$ cat config.mk
export PLATFORM = sky130hd
export DESIGN_NAME = rc_channel_signal_loss_handler
export DESIGN_NICKNAME = d
export VERILOG_FILES = /design/src/hw/rtl/rcsl_pkg.sv /design/src/hw/rtl/rcsl_front.sv /design/src/hw/rtl/rcsl_queue.sv /design/src/hw/rtl/rcsl_back.sv /design/src/hw/rtl/rc_channel_signal_loss_handler.sv
export SDC_FILE = /design/constraint.sdc
export NUM_CORES = 2
export LEC_CHECK = 0
export BUFFER_PORTS_ARGS = -buffer_cell sky130_fd_sc_hd__buf_2
export CORE_UTILIZATION = 40
export DETAILED_ROUTE_END_ITERATION = 8
export MAX_ROUTING_LAYER = met4
export REMOVE_ABC_BUFFERS = 1
export SLEW_MARGIN = 20
export SYNTH_ARGS = -nofsm -noshare
export SYNTH_HDL_FRONTEND = slang
export SYNTH_SLANG_ARGS = --single-unit
$ cat constraint.sdc
create_clock -name clk_i -period 8.55 [get_ports clk_i]
set_input_delay 1.71 -clock clk_i [delete_from_list [all_inputs] [get_ports clk_i]]
set_output_delay 1.71 -clock clk_i [all_outputs]
set_load 0.01 [all_outputs]
$ cat src/hw/rtl/rcsl_pkg.sv
// ----------------------------------------------------------------------------
// RC channel signal-loss handler package
// Shared constants, codes and beat types of the channel failsafe block.
// ----------------------------------------------------------------------------
package rcsl_pkg;

  localparam int NUM_CHANNELS = 18;
  localparam int AVG_CHANNELS = 8;
  localparam int AVG_DEPTH    = 3;

  localparam int CHAN_W    = 5;
  localparam int PULSE_W   = 12;
  localparam int TIME_W    = 32;
  localparam int HOLD_W    = 16;
  localparam int FS_W      = 48;
  localparam int CFG_IDX_W = 3;
  localparam int CFG_DAT_W = 48;

  localparam int CH_IDX_W  = (NUM_CHANNELS > 1) ? $clog2(NUM_CHANNELS) : 1;
  localparam int AVG_IDX_W = (AVG_CHANNELS > 1) ? $clog2(AVG_CHANNELS) : 1;
  localparam int SLOT_W    = (AVG_DEPTH > 1) ? $clog2(AVG_DEPTH) : 1;

  localparam int SUM_W   = PULSE_W + $clog2(AVG_DEPTH);
  localparam int DIV_SH  = SUM_W;
  localparam int RECIP_W = DIV_SH + 1;
  localparam int PROD_W  = SUM_W + RECIP_W;
  localparam logic [RECIP_W-1:0] AVG_RECIP = RECIP_W'((2 ** DIV_SH) / AVG_DEPTH);

  localparam int FS_CHANNELS = 18;
  localparam int FS_BYTES    = 6;
  localparam int STICK_CHANNELS = 4;
  localparam int CH_YAW      = 2;
  localparam int CH_THROTTLE = 3;

  localparam logic [STICK_CHANNELS-1:0] STICK_MASK = 4'hF;
  localparam logic [PULSE_W-1:0] STEP_BASE = 12'd750;
  localparam logic [PULSE_W-1:0] STEP_SIZE = 12'd25;

  localparam logic [PULSE_W-1:0] RST_PULSE_MIN = 12'd885;
  localparam logic [PULSE_W-1:0] RST_PULSE_MAX = 12'd2115;
  localparam logic [PULSE_W-1:0] RST_CENTER    = 12'd1500;
  localparam logic [HOLD_W-1:0]  RST_HOLD_TIME = 16'd300;
  localparam logic [TIME_W-1:0]  RST_DEADLINE  = 32'd300;

  localparam int QDEPTH = 2;
  localparam int QPTR_W = (QDEPTH > 1) ? $clog2(QDEPTH) : 1;
  localparam int QCNT_W = $clog2(QDEPTH + 1);

  typedef enum logic [CFG_IDX_W-1:0] {
    CFG_PULSE_MIN = 3'd0,
    CFG_PULSE_MAX = 3'd1,
    CFG_CENTER    = 3'd2,
    CFG_AVG_EN    = 3'd3,
    CFG_HOLD_TIME = 3'd4,
    CFG_FS_A      = 3'd5,
    CFG_FS_B      = 3'd6,
    CFG_FS_C      = 3'd7
  } cfg_idx_e;

  typedef enum logic [1:0] {
    FS_AUTO = 2'd0,
    FS_HOLD = 2'd1,
    FS_SET  = 2'd2
  } fs_mode_e;

  typedef enum logic [2:0] {
    BK_IDLE,
    BK_EVAL,
    BK_MUL,
    BK_DIV,
    BK_DONE
  } back_state_e;

  typedef struct packed {
    logic [PULSE_W-1:0] pulse_min_us;
    logic [PULSE_W-1:0] pulse_max_us;
    logic [PULSE_W-1:0] center_value;
    logic               averaging_enable;
    logic [HOLD_W-1:0]  hold_time_ms;
    logic [FS_W-1:0]    failsafe_group_a;
    logic [FS_W-1:0]    failsafe_group_b;
    logic [FS_W-1:0]    failsafe_group_c;
  } cfg_t;

  typedef struct packed {
    logic [CHAN_W-1:0]  chan_index;
    logic [PULSE_W-1:0] pulse_width;
    logic [TIME_W-1:0]  now_ms;
    logic               link_good;
    logic               frame_first;
    logic               frame_last;
  } in_item_t;

  typedef struct packed {
    logic [CHAN_W-1:0]  out_channel;
    logic [PULSE_W-1:0] out_value;
    logic               pulse_ok;
    logic               flight_ok;
  } out_item_t;

  typedef struct packed {
    logic [CHAN_W-1:0]  chan;
    logic [PULSE_W-1:0] sample;
    logic [TIME_W-1:0]  now;
    logic               ok;
    logic               in_range;
    logic               first;
    logic               last;
  } q_entry_t;

endpackage

$ cat src/hw/rtl/rcsl_front.sv
// ----------------------------------------------------------------------------
// Front end
// Accepts input beats and classifies each pulse against the valid window.
// ----------------------------------------------------------------------------
module rcsl_front (
  input  logic              in_valid_i,
  output logic              in_ready_o,
  input  rcsl_pkg::in_item_t in_data_i,
  input  rcsl_pkg::cfg_t    cfg_i,
  output logic              push_valid_o,
  input  logic              push_ready_i,
  output rcsl_pkg::q_entry_t push_data_o
);
  import rcsl_pkg::*;

  logic [PULSE_W-1:0] sample;
  logic               in_range;

  assign sample   = in_data_i.link_good ? in_data_i.pulse_width : '0;
  assign in_range = {1'b0, in_data_i.chan_index} < (CHAN_W + 1)'(NUM_CHANNELS);

  assign in_ready_o   = push_ready_i;
  assign push_valid_o = in_valid_i;

  always_comb begin
    push_data_o.chan     = in_data_i.chan_index;
    push_data_o.sample   = sample;
    push_data_o.now      = in_data_i.now_ms;
    push_data_o.ok       = in_range && (sample >= cfg_i.pulse_min_us) &&
                           (sample <= cfg_i.pulse_max_us);
    push_data_o.in_range = in_range;
    push_data_o.first    = in_data_i.frame_first;
    push_data_o.last     = in_data_i.frame_last;
  end

endmodule

$ cat src/hw/rtl/rcsl_queue.sv
// ----------------------------------------------------------------------------
// Decoupling queue
// Short register queue of classified beats between front and back end.
// ----------------------------------------------------------------------------
module rcsl_queue (
  input  logic               clk_i,
  input  logic               rst_ni,
  input  logic               push_valid_i,
  output logic               push_ready_o,
  input  rcsl_pkg::q_entry_t push_data_i,
  output logic               pop_valid_o,
  input  logic               pop_ready_i,
  output rcsl_pkg::q_entry_t pop_data_o
);
  import rcsl_pkg::*;

  q_entry_t            mem_q [QDEPTH];
  logic [QPTR_W-1:0]   wr_ptr_q, wr_ptr_d;
  logic [QPTR_W-1:0]   rd_ptr_q, rd_ptr_d;
  logic [QCNT_W-1:0]   count_q, count_d;
  logic                do_push, do_pop;

  assign push_ready_o = count_q != QCNT_W'(QDEPTH);
  assign pop_valid_o  = count_q != '0;
  assign pop_data_o   = mem_q[rd_ptr_q];
  assign do_push      = push_valid_i && push_ready_o;
  assign do_pop       = pop_valid_o && pop_ready_i;

  always_comb begin
    wr_ptr_d = wr_ptr_q;
    rd_ptr_d = rd_ptr_q;
    count_d  = count_q;
    if (do_push) begin
      wr_ptr_d = (wr_ptr_q == QPTR_W'(QDEPTH - 1)) ? '0 : wr_ptr_q + 1'b1;
    end
    if (do_pop) begin
      rd_ptr_d = (rd_ptr_q == QPTR_W'(QDEPTH - 1)) ? '0 : rd_ptr_q + 1'b1;
    end
    if (do_push && !do_pop) begin
      count_d = count_q + 1'b1;
    end else if (do_pop && !do_push) begin
      count_d = count_q - 1'b1;
    end
  end

  always_ff @(posedge clk_i or negedge rst_ni) begin
    if (!rst_ni) begin
      wr_ptr_q <= '0;
      rd_ptr_q <= '0;
      count_q  <= '0;
    end else begin
      wr_ptr_q <= wr_ptr_d;
      rd_ptr_q <= rd_ptr_d;
      count_q  <= count_d;
    end
  end

  always_ff @(posedge clk_i) begin
    if (do_push) begin
      mem_q[wr_ptr_q] <= push_data_i;
    end
  end

endmodule

$ cat src/hw/rtl/rcsl_back.sv
// ----------------------------------------------------------------------------
// Back end
// Applies hold, failsafe and averaging per channel and drives the result beat.
// ----------------------------------------------------------------------------
module rcsl_back (
  input  logic               clk_i,
  input  logic               rst_ni,
  input  rcsl_pkg::cfg_t     cfg_i,
  input  logic               pop_valid_i,
  output logic               pop_ready_o,
  input  rcsl_pkg::q_entry_t pop_data_i,
  output logic               out_valid_o,
  input  logic               out_ready_i,
  output rcsl_pkg::out_item_t out_data_o
);
  import rcsl_pkg::*;

  back_state_e state_q, state_d;

  q_entry_t            cur_q;
  logic [PULSE_W-1:0]  held_q [NUM_CHANNELS];
  logic [TIME_W-1:0]   deadline_q [NUM_CHANNELS];
  logic [PULSE_W-1:0]  hist_q [AVG_CHANNELS][AVG_DEPTH];
  logic [SLOT_W-1:0]   slot_q;
  logic                warm_q;
  logic [STICK_CHANNELS-1:0] mask_q;

  logic [PULSE_W-1:0]  val_q;
  logic [SUM_W-1:0]    sum_q;
  logic [PROD_W-1:0]   prod_q;
  logic                fok_q;
  logic                out_valid_q;
  out_item_t           out_q;

  logic                out_free, pop, eval_en, mul_en, div_en, done_en;
  logic [CH_IDX_W-1:0] ch_idx;
  logic [AVG_IDX_W-1:0] row_idx;
  logic [PULSE_W-1:0]  held_rd, fail_val, sample_ev, div_val;
  logic [TIME_W-1:0]   dl_rd;
  logic                in_hold, avg_on, go_avg, clear_bit;
  logic [7:0]          fs_bytes [FS_CHANNELS];
  logic [7:0]          fs_byte;
  logic [1:0]          fs_mode;
  logic [STICK_CHANNELS-1:0] mask_base, mask_new;
  logic [SUM_W-1:0]    sum;
  logic [PULSE_W-1:0]  q0;
  logic [SUM_W+3:0]    rem;

  assign out_free    = !out_valid_q || out_ready_i;
  assign pop_ready_o = (state_q == BK_IDLE) || ((state_q == BK_DONE) && out_free);
  assign pop         = pop_valid_i && pop_ready_o;

  assign ch_idx  = cur_q.chan[CH_IDX_W-1:0];
  assign row_idx = ({1'b0, cur_q.chan} < (CHAN_W + 1)'(AVG_CHANNELS)) ?
                   cur_q.chan[AVG_IDX_W-1:0] : '0;
  assign held_rd = held_q[ch_idx];
  assign dl_rd   = deadline_q[ch_idx];
  assign in_hold = cur_q.now < dl_rd;

  always_comb begin
    for (int i = 0; i < FS_CHANNELS; i++) begin
      if (i < FS_BYTES) begin
        fs_bytes[i] = cfg_i.failsafe_group_a[i*8 +: 8];
      end else if (i < 2 * FS_BYTES) begin
        fs_bytes[i] = cfg_i.failsafe_group_b[(i-FS_BYTES)*8 +: 8];
      end else begin
        fs_bytes[i] = cfg_i.failsafe_group_c[(i-2*FS_BYTES)*8 +: 8];
      end
    end
  end

  always_comb begin
    if ({1'b0, cur_q.chan} < (CHAN_W + 1)'(FS_CHANNELS)) begin
      fs_byte = fs_bytes[cur_q.chan];
      fs_mode = fs_byte[1:0];
    end else begin
      fs_byte = '0;
      fs_mode = FS_HOLD;
    end
    case (fs_mode)
      FS_AUTO: begin
        if (cur_q.chan <= CHAN_W'(CH_YAW)) begin
          fail_val = cfg_i.center_value;
        end else if (cur_q.chan == CHAN_W'(CH_THROTTLE)) begin
          fail_val = cfg_i.pulse_min_us;
        end else begin
          fail_val = held_rd;
        end
      end
      FS_SET:  fail_val = STEP_BASE + STEP_SIZE * {6'd0, fs_byte[7:2]};
      default: fail_val = held_rd;
    endcase
  end

  assign sample_ev = cur_q.ok ? cur_q.sample : (in_hold ? held_rd : fail_val);
  assign mask_base = cur_q.first ? STICK_MASK : mask_q;
  assign clear_bit = cur_q.in_range && !cur_q.ok && !in_hold &&
                     (cur_q.chan < CHAN_W'(STICK_CHANNELS));
  assign mask_new  = clear_bit ? (mask_base & ~(STICK_CHANNELS'(1) << cur_q.chan[1:0]))
                               : mask_base;
  assign avg_on    = cfg_i.averaging_enable && cur_q.in_range &&
                     ({1'b0, cur_q.chan} < (CHAN_W + 1)'(AVG_CHANNELS));
  assign go_avg    = avg_on && warm_q;

  always_comb begin
    sum = '0;
    for (int k = 0; k < AVG_DEPTH; k++) begin
      if (slot_q == SLOT_W'(k)) begin
        sum = sum + SUM_W'(sample_ev);
      end else begin
        sum = sum + SUM_W'(hist_q[row_idx][k]);
      end
    end
  end

  assign q0  = prod_q[DIV_SH +: PULSE_W];
  assign rem = (SUM_W + 4)'(sum_q) - (SUM_W + 4)'(q0) * (SUM_W + 4)'(AVG_DEPTH);
  assign div_val = (rem >= (SUM_W + 4)'(AVG_DEPTH)) ? q0 + 1'b1 : q0;

  always_comb begin
    state_d = state_q;
    eval_en = 1'b0;
    mul_en  = 1'b0;
    div_en  = 1'b0;
    done_en = 1'b0;
    unique case (state_q)
      BK_IDLE: begin
        if (pop) begin
          state_d = BK_EVAL;
        end
      end
      BK_EVAL: begin
        eval_en = 1'b1;
        state_d = go_avg ? BK_MUL : BK_DONE;
      end
      BK_MUL: begin
        mul_en  = 1'b1;
        state_d = BK_DIV;
      end
      BK_DIV: begin
        div_en  = 1'b1;
        state_d = BK_DONE;
      end
      BK_DONE: begin
        if (out_free) begin
          done_en = 1'b1;
          state_d = pop ? BK_EVAL : BK_IDLE;
        end
      end
      default: state_d = BK_IDLE;
    endcase
  end

  always_ff @(posedge clk_i or negedge rst_ni) begin
    if (!rst_ni) begin
      state_q <= BK_IDLE;
    end else begin
      state_q <= state_d;
    end
  end

  always_ff @(posedge clk_i or negedge rst_ni) begin
    if (!rst_ni) begin
      for (int i = 0; i < NUM_CHANNELS; i++) begin
        held_q[i]     <= (i == CH_THROTTLE) ? RST_PULSE_MIN : RST_CENTER;
        deadline_q[i] <= RST_DEADLINE;
      end
      slot_q      <= '0;
      warm_q      <= 1'b0;
      mask_q      <= STICK_MASK;
      out_valid_q <= 1'b0;
    end else begin
      if (eval_en) begin
        mask_q <= mask_new;
        if (cur_q.in_range && cur_q.ok) begin
          deadline_q[ch_idx] <= cur_q.now + TIME_W'(cfg_i.hold_time_ms);
        end
        if (cur_q.last) begin
          if (slot_q == SLOT_W'(AVG_DEPTH - 1)) begin
            slot_q <= '0;
            warm_q <= 1'b1;
          end else begin
            slot_q <= slot_q + 1'b1;
          end
        end
      end
      if (done_en && cur_q.in_range) begin
        held_q[ch_idx] <= val_q;
      end
      if (done_en) begin
        out_valid_q <= 1'b1;
      end else if (out_ready_i) begin
        out_valid_q <= 1'b0;
      end
    end
  end

  always_ff @(posedge clk_i) begin
    if (pop) begin
      cur_q <= pop_data_i;
    end
    if (eval_en) begin
      val_q <= cur_q.in_range ? sample_ev : '0;
      sum_q <= sum;
      fok_q <= mask_new == STICK_MASK;
      if (avg_on) begin
        hist_q[row_idx][slot_q] <= sample_ev;
      end
    end
    if (mul_en) begin
      prod_q <= PROD_W'(sum_q) * PROD_W'(AVG_RECIP);
    end
    if (div_en) begin
      val_q <= div_val;
    end
    if (done_en) begin
      out_q.out_channel <= cur_q.chan;
      out_q.out_value   <= val_q;
      out_q.pulse_ok    <= cur_q.ok;
      out_q.flight_ok   <= fok_q;
    end
  end

  assign out_valid_o = out_valid_q;
  assign out_data_o  = out_q;

endmodule

$ cat src/hw/rtl/rc_channel_signal_loss_handler.sv
// ----------------------------------------------------------------------------
// RC channel signal-loss handler
// Per-channel hold and failsafe of receiver pulses; three-frame averaging on channels 0-7.
// ----------------------------------------------------------------------------
// Channel  Direction  Handshake              Beat
// in       input      in_valid_i/in_ready_o   one channel pulse (in_item_t)
// out      output     out_valid_o/out_ready_i one channel result (out_item_t)
// cfg      input      cfg_valid_i/cfg_ready_o register index and write data
//
// A beat passes the back-end states EVAL and DONE, with MUL and DIV between them
// when its channel is averaged (the reciprocal multiply and its correction).
// A two-entry queue lets the front end take beats while a result waits.
// Reset is asynchronous and active low and loads the register defaults.
// Configuration writes are always taken in the cycle they are offered.
// ----------------------------------------------------------------------------
module rc_channel_signal_loss_handler (
  input  logic                            clk_i,
  input  logic                            rst_ni,
  input  logic                            in_valid_i,
  output logic                            in_ready_o,
  input  rcsl_pkg::in_item_t              in_data_i,
  output logic                            out_valid_o,
  input  logic                            out_ready_i,
  output rcsl_pkg::out_item_t             out_data_o,
  input  logic                            cfg_valid_i,
  output logic                            cfg_ready_o,
  input  logic [rcsl_pkg::CFG_IDX_W-1:0]  cfg_index_i,
  input  logic [rcsl_pkg::CFG_DAT_W-1:0]  cfg_data_i
);
  import rcsl_pkg::*;

  cfg_t     cfg_q;
  logic     push_valid, push_ready;
  q_entry_t push_data, pop_data;
  logic     pop_valid, pop_ready;

  assign cfg_ready_o = 1'b1;

  always_ff @(posedge clk_i or negedge rst_ni) begin
    if (!rst_ni) begin
      cfg_q.pulse_min_us     <= RST_PULSE_MIN;
      cfg_q.pulse_max_us     <= RST_PULSE_MAX;
      cfg_q.center_value     <= RST_CENTER;
      cfg_q.averaging_enable <= 1'b1;
      cfg_q.hold_time_ms     <= RST_HOLD_TIME;
      cfg_q.failsafe_group_a <= '0;
      cfg_q.failsafe_group_b <= '0;
      cfg_q.failsafe_group_c <= '0;
    end else if (cfg_valid_i) begin
      unique case (cfg_idx_e'(cfg_index_i))
        CFG_PULSE_MIN: cfg_q.pulse_min_us     <= cfg_data_i[PULSE_W-1:0];
        CFG_PULSE_MAX: cfg_q.pulse_max_us     <= cfg_data_i[PULSE_W-1:0];
        CFG_CENTER:    cfg_q.center_value     <= cfg_data_i[PULSE_W-1:0];
        CFG_AVG_EN:    cfg_q.averaging_enable <= cfg_data_i[0];
        CFG_HOLD_TIME: cfg_q.hold_time_ms     <= cfg_data_i[HOLD_W-1:0];
        CFG_FS_A:      cfg_q.failsafe_group_a <= cfg_data_i[FS_W-1:0];
        CFG_FS_B:      cfg_q.failsafe_group_b <= cfg_data_i[FS_W-1:0];
        CFG_FS_C:      cfg_q.failsafe_group_c <= cfg_data_i[FS_W-1:0];
        default:       cfg_q.center_value     <= cfg_q.center_value;
      endcase
    end
  end

  rcsl_front u_front (
    .in_valid_i   (in_valid_i),
    .in_ready_o   (in_ready_o),
    .in_data_i    (in_data_i),
    .cfg_i        (cfg_q),
    .push_valid_o (push_valid),
    .push_ready_i (push_ready),
    .push_data_o  (push_data)
  );

  rcsl_queue u_queue (
    .clk_i        (clk_i),
    .rst_ni       (rst_ni),
    .push_valid_i (push_valid),
    .push_ready_o (push_ready),
    .push_data_i  (push_data),
    .pop_valid_o  (pop_valid),
    .pop_ready_i  (pop_ready),
    .pop_data_o   (pop_data)
  );

  rcsl_back u_back (
    .clk_i       (clk_i),
    .rst_ni      (rst_ni),
    .cfg_i       (cfg_q),
    .pop_valid_i (pop_valid),
    .pop_ready_o (pop_ready),
    .pop_data_i  (pop_data),
    .out_valid_o (out_valid_o),
    .out_ready_i (out_ready_i),
    .out_data_o  (out_data_o)
  );

endmodule

### Word-level counts from Yosys, hierarchy flattened

Memories as Yosys holds them, arrays and structs flattened. A register that Yosys moved wholly into a read port is not among the register bits.
Cells that the tools add are included.

| storage, ports and cells | value |
|---|---|
| memories | 2 |
| RAM bits | 394 |
| output and inout bits | 22 |
| flip-flop bits (word level) | 1076 |
| word-level logic and storage cells | 216 |
| bits of input ports | 108 |

| cells by class | value |
|---|---|
| muxes and demuxes | 57 |
| magnitude comparators | 13 |
| bitwise operators | 4 |
| eq/ne operators | 19 |
| multipliers | 3 |
| add/subtract/negate cells | 13 |
| reductions and logical operators | 44 |
| shift operators | 1 |

Memories:

| memory | words | width | rd ports | clocked after memory_dff | wr ports | line | RTL |
|---|---|---|---|---|---|---|---|
| u_back.hist_q | 8 | 36 | 1 | 0 | 1 | rcsl_back.sv:23 | `logic [PULSE_W-1:0] hist_q [AVG_CHANNELS][AVG_DEPTH];` |
| u_queue.mem_q | 2 | 53 | 1 | 1 | 1 | rcsl_queue.sv:17 | `q_entry_t mem_q [QDEPTH];` |

Operators with widths:

| kind | number |
|---|---|
| bitwise mux 576 bit | 1 |
| bitwise mux 216 bit | 1 |
| 2-to-1 mux 12 bit | 14 |
| binary-select mux 32 bit (select 5 bit) | 1 |
| demux 32 bit (select 5 bit) | 1 |
| 2-to-1 mux 32 bit | 3 |
| binary-select mux 12 bit (select 5 bit) | 1 |
| demux 12 bit (select 5 bit) | 1 |
| binary-select mux 8 bit (select 5 bit) | 1 |
| 2-to-1 mux 36 bit | 1 |
| adder 32 x 16 -> 32 bit | 1 |
| < comparator 32 bit | 1 |
| adder 14 x 12 -> 14 bit | 2 |
| 2-to-1 mux 14 bit | 2 |
| adder 12 x 12 -> 13 bit | 2 |
| multiplier 14 x 13 -> 26 bit (second input constant) | 1 |
| demux 12 bit (select 2 bit) | 1 |
| 2-to-1 mux 8 bit | 3 |
| case mux 12 bit (2 select lines) | 1 |
| AND reduction 2 bit | 11 |
| >= comparator 18 x 2 -> 1 bit (second input constant) | 1 |
| logical AND 1 bit | 17 |
| == test 3 bit (second input constant) | 5 |
| case mux 3 bit (5 select lines) | 1 |
| 41 further kinds | 80 |

### Longest topological paths before layout

| logic depth | value |
|---|---|
| word-level depth | 15 |
| depth in mapped cells | 40 |
| mapped depth without buffers | 32 |

### Hierarchy

From an unflattened synthesis, not the netlist that was laid out.

| second synthesis, totals | value |
|---|---|
| cell total of the unflattened synthesis | 5500 |
| area, all modules | 71502.3 µm² |

By module, submodules not included:

| module | sequential area each (µm²) | area each (µm²) | instances | cells an instance |
|---|---|---|---|---|
| rcsl_back | 32328.5 | 58842.7 | 1 | 4750 |
| rc_channel_signal_loss_handler | 4958.5 | 7383.3 | 1 | 424 |
| rcsl_queue | 3283.1 | 4269.1 | 1 | 183 |
| rcsl_front | 0.0 | 1007.2 | 1 | 143 |

### Worst setup path before layout

OpenSTA, ideal clock, no wires.

| path | value |
|---|---|
| kind | flip-flop to flip-flop |
| from | register, netlist name u_back.ch_idx[0] |
| to | register u_back.sum_q[13] (data pin) |
| buffers on the path | 8 |
| data required time | 8.295 ns |
| setup time | 0.255 ns |
| cell stages (with the launch flop) | 38 |
| arrival time | 7.214 ns |
| slack | 1.082 ns |
| clock period less this slack | 7.468 ns |
| cells stage by stage | edfxtp_1 > buf_6 > buf_6 > buf_6 > buf_4 > buf_4 > buf_6 > buf_2 > mux4_2 > a222oi_1 > o21a_1 > ha_1 > nand4_1 > nor4_1 > a21boi_0 > o2111ai_1 > and4b_4 > nor2_2 > [2 not listed] > a22o_1 > o21ai_0 > ha_1 > inv_1 > fa_1 > nor2b_1 > o21ai_0 > a21boi_0 > o21ai_0 > a21boi_0 > nor2_1 > ha_1 > a21oi_1 > o21ai_0 > nand4_1 > a41oi_1 > a21o_1 > and2_1 |

| on the way | value |
|---|---|
| word-level cells in the longest chain between the ends | 15 |
| elaborated cells on any way between the ends | 35 |
| classes of those cells | 5 x add/sub; 1 x mul; 4 x order compare; 2 x eq/ne; 20 x mux; 1 x bitwise; 1 x reduce/logical; 1 x memory |

RTL lines:

| element | line | RTL |
|---|---|---|
| inverter 5 -> 6 bit (implied by the code) | rcsl_back.sv:56, rcsl_back.sv:57, rcsl_back.sv:74 |  |
| binary-select mux 8 bit (select 5 bit) | rcsl_back.sv:74 | `fs_byte = fs_bytes[cur_q.chan];` |
| 2-to-1 mux 8 bit (implied by the code) (2 in series) | rcsl_back.sv:74 |  |
| 2-to-1 mux 8 bit | rcsl_back.sv:73 | `if ({1'b0, cur_q.chan} < (CHAN_W + 1)'(FS_CHANNELS)) begin` |
| multiplier 5 x 6 -> 11 bit | rcsl_back.sv:90 | `FS_SET: fail_val = STEP_BASE + STEP_SIZE * {6'd0, fs_byte[7:2]};` |
| adder 10 x 11 -> 12 bit | rcsl_back.sv:90 |  |
| case mux 12 bit (2 select lines) | rcsl_back.sv:80 | `case (fs_mode)` |
| 2-to-1 mux 12 bit (2 in series) | rcsl_back.sv:95 | `assign sample_ev = cur_q.ok ? cur_q.sample : (in_hold ? held_rd : fail_val);` |
| 2-to-1 mux 12 bit | rcsl_back.sv:108 | `if (slot_q == SLOT_W'(k)) begin` |
| adder 12 x 12 -> 13 bit, on equally long branches | rcsl_back.sv:111, rcsl_back.sv:109 |  |
| 2-to-1 mux 14 bit | rcsl_back.sv:108 |  |
| adder 14 x 12 -> 14 bit, on equally long branches | rcsl_back.sv:111, rcsl_back.sv:109 |  |
| 2-to-1 mux 14 bit * | rcsl_back.sv:108 |  |
| net u_back.sum[13] | rcsl_back.sv:45 | `logic [SUM_W-1:0] sum;` |
| to (signal assigned) | rcsl_back.sv:204 | `sum_q <= sum;` |
| to (decl) | rcsl_back.sv:29 | `logic [SUM_W-1:0] sum_q;` |

Mark *: on every way through the listed nets, which the timed path passes. The rest lies on a longest branch. The select of a mux whose other input is x is not followed.
A chain may end at the register's enable or synchronous reset.

### Worst setup path after layout

| path | value |
|---|---|
| from | register, netlist name u_back.ch_idx[2] |
| to | register u_back.sum_q[13] (data pin) |

| on the way | value |
|---|---|
| word-level cells in the longest chain between the ends | 15 |
| elaborated cells on any way between the ends | 35 |
| classes of those cells | 5 x add/sub; 1 x mul; 4 x order compare; 2 x eq/ne; 20 x mux; 1 x bitwise; 1 x reduce/logical; 1 x memory |

RTL lines:

| element | line |
|---|---|
| inverter 5 -> 6 bit (implied by the code) | rcsl_back.sv:56, rcsl_back.sv:57, rcsl_back.sv:74 |
| binary-select mux 8 bit (select 5 bit) | rcsl_back.sv:74 |
| 2-to-1 mux 8 bit (implied by the code) (2 in series) | rcsl_back.sv:74 |
| 2-to-1 mux 8 bit | rcsl_back.sv:73 |
| multiplier 5 x 6 -> 11 bit | rcsl_back.sv:90 |
| adder 10 x 11 -> 12 bit | rcsl_back.sv:90 |
| case mux 12 bit (2 select lines) | rcsl_back.sv:80 |
| 2-to-1 mux 12 bit (2 in series) | rcsl_back.sv:95 |
| 2-to-1 mux 12 bit | rcsl_back.sv:108 |
| adder 12 x 12 -> 13 bit, on equally long branches | rcsl_back.sv:111, rcsl_back.sv:109 |
| 2-to-1 mux 14 bit | rcsl_back.sv:108 |
| adder 14 x 12 -> 14 bit, on equally long branches | rcsl_back.sv:111, rcsl_back.sv:109 |
| 2-to-1 mux 14 bit * | rcsl_back.sv:108 |
| net u_back.sum[13] | rcsl_back.sv:45 |

Marked as above.

==> impl_metrics.env <==
export IMPL_synth_top_cells_by_area="sky130_fd_sc_hd__dfrtp_1, sky130_fd_sc_hd__edfxtp_1, sky130_fd_sc_hd__dfstp_2"
export IMPL_num_vias=46000
export IMPL_io_pins=130
export IMPL_cts_repair_resize_count=0
export IMPL_yosysSeqAreaShare_pct=57.3
export IMPL_worst_setup_path_end_kind="flip-flop"
export IMPL_tritoncts="yes"
export IMPL_detail_route_wl_per_cell_um=24.6
export IMPL_synthDominantAreaCellType="sky130_fd_sc_hd__dfrtp_1"
export IMPL_firstDrtPassIters=6
export IMPL_fmaxAchievable_mhz=125
export IMPL_rsz_0062_raised_after_global_routing="false"
export IMPL_post_route_period_util_pct=93.9
export IMPL_syn_to_final_growth_pct=12.8
export IMPL_grt_first_pass_wirelength_um=302000
export IMPL_slew_violations=0
export IMPL_synth_xor_area_share_pct=1.08
export IMPL_synth_mux_area_share_pct=15.7
export IMPL_fin_cells=8141
export IMPL_htree_num_levels=4
export IMPL_postRouteWirelength_um=201000
export IMPL_clk_pin_slew_worst_paths_ns=0.06
export IMPL_critPathMaxFanout=38
export IMPL_synth_top_family_by_area="multiplexers"
export IMPL_postSynthCellCount=5565
export IMPL_post_route_drc_count=0
export IMPL_grt_max_degree=167
export IMPL_timing_hold_violations_final=0
export IMPL_layout_nets=6039
export IMPL_flip_flop_and_latch_count_after_synthesis=1509
export IMPL_synth_warning_count=0
export IMPL_mappedNetlistArea_sq_um=70800
export IMPL_clock_sinks=1509
export IMPL_post_synthesis_adder_cell_area_fraction_pct=5.63
export IMPL_detailed_place_area_sq_um=74300
export IMPL_synth_edf_count=505
export IMPL_cts_max_path_buffers=3
export IMPL_worstMarginPinSlew_ns=1.14
export IMPL_grt_total_usage_pct=23.1
export IMPL_start_util_pct=40.2
export IMPL_root_buffer_selected_by_cts="sky130_fd_sc_hd__clkbuf_16"
export IMPL_reg2reg_depth=30
export IMPL_number_of_global_route_vias_before_repair=45800
export IMPL_worstPathArrival_ns=8.70
export IMPL_finalWorstPathRequiredPeriod_ns=8.03
export IMPL_clk_insertion_delay_late_ns=0.84
export IMPL_synth_ff_type="sky130_fd_sc_hd__dfrtp_1"
export IMPL_area_enclosed_by_the_die_boundary_sq_um=179000
export IMPL_critPathRequiredTime_ns=9.22
export IMPL_finalSetupViolations=0
export IMPL_buffer_ports_inserted=128
export IMPL_final_hold_worst_slack_ns=0.454
export IMPL_dp_cells=7828
export IMPL_place_detailed_hpwl_um=129000
export IMPL_hp_class="flip-flop to flip-flop"
export IMPL_antenna_found_initial=22
export IMPL_gp_congestion=0.884
export IMPL_numCtsBuffers=160
export IMPL_ys_async_sr_fraction_pct=66.5
export IMPL_die_x_um=423
export IMPL_chipHeight_um=423
export IMPL_synth_compound_area_share_pct=9.88
export IMPL_yosysUniqueCellTypes=93
export IMPL_rows=154
export IMPL_min_delay_path_depth=0
export IMPL_synthesis_area_per_instance_sq_um=12.7
export IMPL_final_core_utilization_pct=45.4
export IMPL_cts_hold_repair_buffers=0
export IMPL_critical_path_startpoint_category="flip-flop"
export IMPL_core_area_sq_um=176000
export IMPL_drtIter0Drc=4515
export IMPL_final_area_sq_um=79900
export IMPL_relSlewSlack_pct=23.5
export IMPL_run_status="completed"
export IMPL_drive_above_1_share_pct=27.0
export IMPL_synth_top_cell_area_share_pct=27.5
export IMPL_clock_skew_ns=0.0506
export IMPL_worst_path_largest_cell_delay_ns=0.71
export IMPL_worst_path_max_delay_cell="sky130_fd_sc_hd__and2_4"
export IMPL_max_cap_violations=0
export IMPL_crit_path_category="flip-flop to flip-flop"
export IMPL_overflow=0
export IMPL_avgViaCountPerCell=5.65
export IMPL_antenna_violating_nets_remaining=0
export IMPL_synth_simple_gate_area_share_pct=7.09
export IMPL_post_cts_repair_setup_buffers=0
per-stage QoR:
stage                TNS, ns  setup WS [ns]
finish                     0          0.521
global route               0         0.0193
CTS                        0          0.587
floorplan           -3096.07          -7.65
global placement           0          0.715
detailed placement         0          0.651
cell families after synthesis:
logic type | Yosys count
compound gates | 1157
xor+xnor | 87
fa+ha+maj | 280
buf+inv | 564
flops | 1509
mux | 798
other cells | 1
simple gates | 1169
registers in the layout, indices dropped and copies added, names as in the netlist, 5 cells and up:
name and cells:
u_back.ch_idx 5, u_back.cur_q 48, u_back.deadline_q 576, u_back.held_q 216
u_back.hist_q 288, cfg_q 197, u_queue.mem_q 106, u_back.sum_q 14
u_back.prod_q 12, u_back.out_data_o 19, u_back.val_q 12
worst paths after layout:
kind,end,startpoint,slack [ns]
max in group asynchronous,cfg_q[8],rst_ni,5.77
worst max-delay path,u_back.sum_q[13],u_back.ch_idx[2],0.52
worst min register to register,u_back.out_data_o[0],u_back.fok_q,0.45
worst max register to register,u_back.sum_q[13],u_back.ch_idx[2],0.52
min in group asynchronous,u_back.deadline_q[111],rst_ni,0.91
worst min-delay path,u_back.out_data_o[0],u_back.fok_q,0.45
synthesized netlist by cell type, drive strengths merged (106+ instances only):
library cell and number:
clkbuf 244, dfrtp 779, mux2 524, nor2 106, inv 205, dfstp 225
mux4 194, ha 216, o21ai 631, edfxtp 505, nand2 792, a21oi 119
buf 115
cells in the final DEF, fill, tap and decap left out, drive strengths merged, types with 194 or more instances in the layout:
cell type / n
dfrtp: 779
dfstp: 225
clkbuf: 232
buf: 283
nand2: 792
inv: 211
edfxtp: 505
o21ai: 631
mux4: 194
ha: 216
mux2: 524
worst max-delay path, delay by kind of cell, from the launching register on:
family,cells,cell delay (ns)
AND/OR/NAND/NOR,11,2.73
flip-flops,1,0.51
buffers and inverters,2,0.41
adder cells (fa/ha/maj),3,1.11
multiplexers,1,0.32
AO/OA/AOI/OAI,13,2.75
layout make-up:
type,instances,area [sq um]
flip-flops and latches,1509,40600
inverters,205,771
repair buffers,283,1980
fillers,15700,96100
well taps,2340,2930
diodes,13,32.5
clock inverters,67,800
clock buffers,232,4560
multi-input cells,3492,28200
layer usage:
metal	GRT usage (%)	vias up	wire length (um)
met4	7.11	0	5220
met2	34.8	1463	93300
li1	-	20400	-
met1	32.3	23800	90400
met5	-	-	0
met3	3.34	292	11800
Power is not shown: default switching activity piles up to over one toggle a cycle in this logic, so the estimate is an artifact.
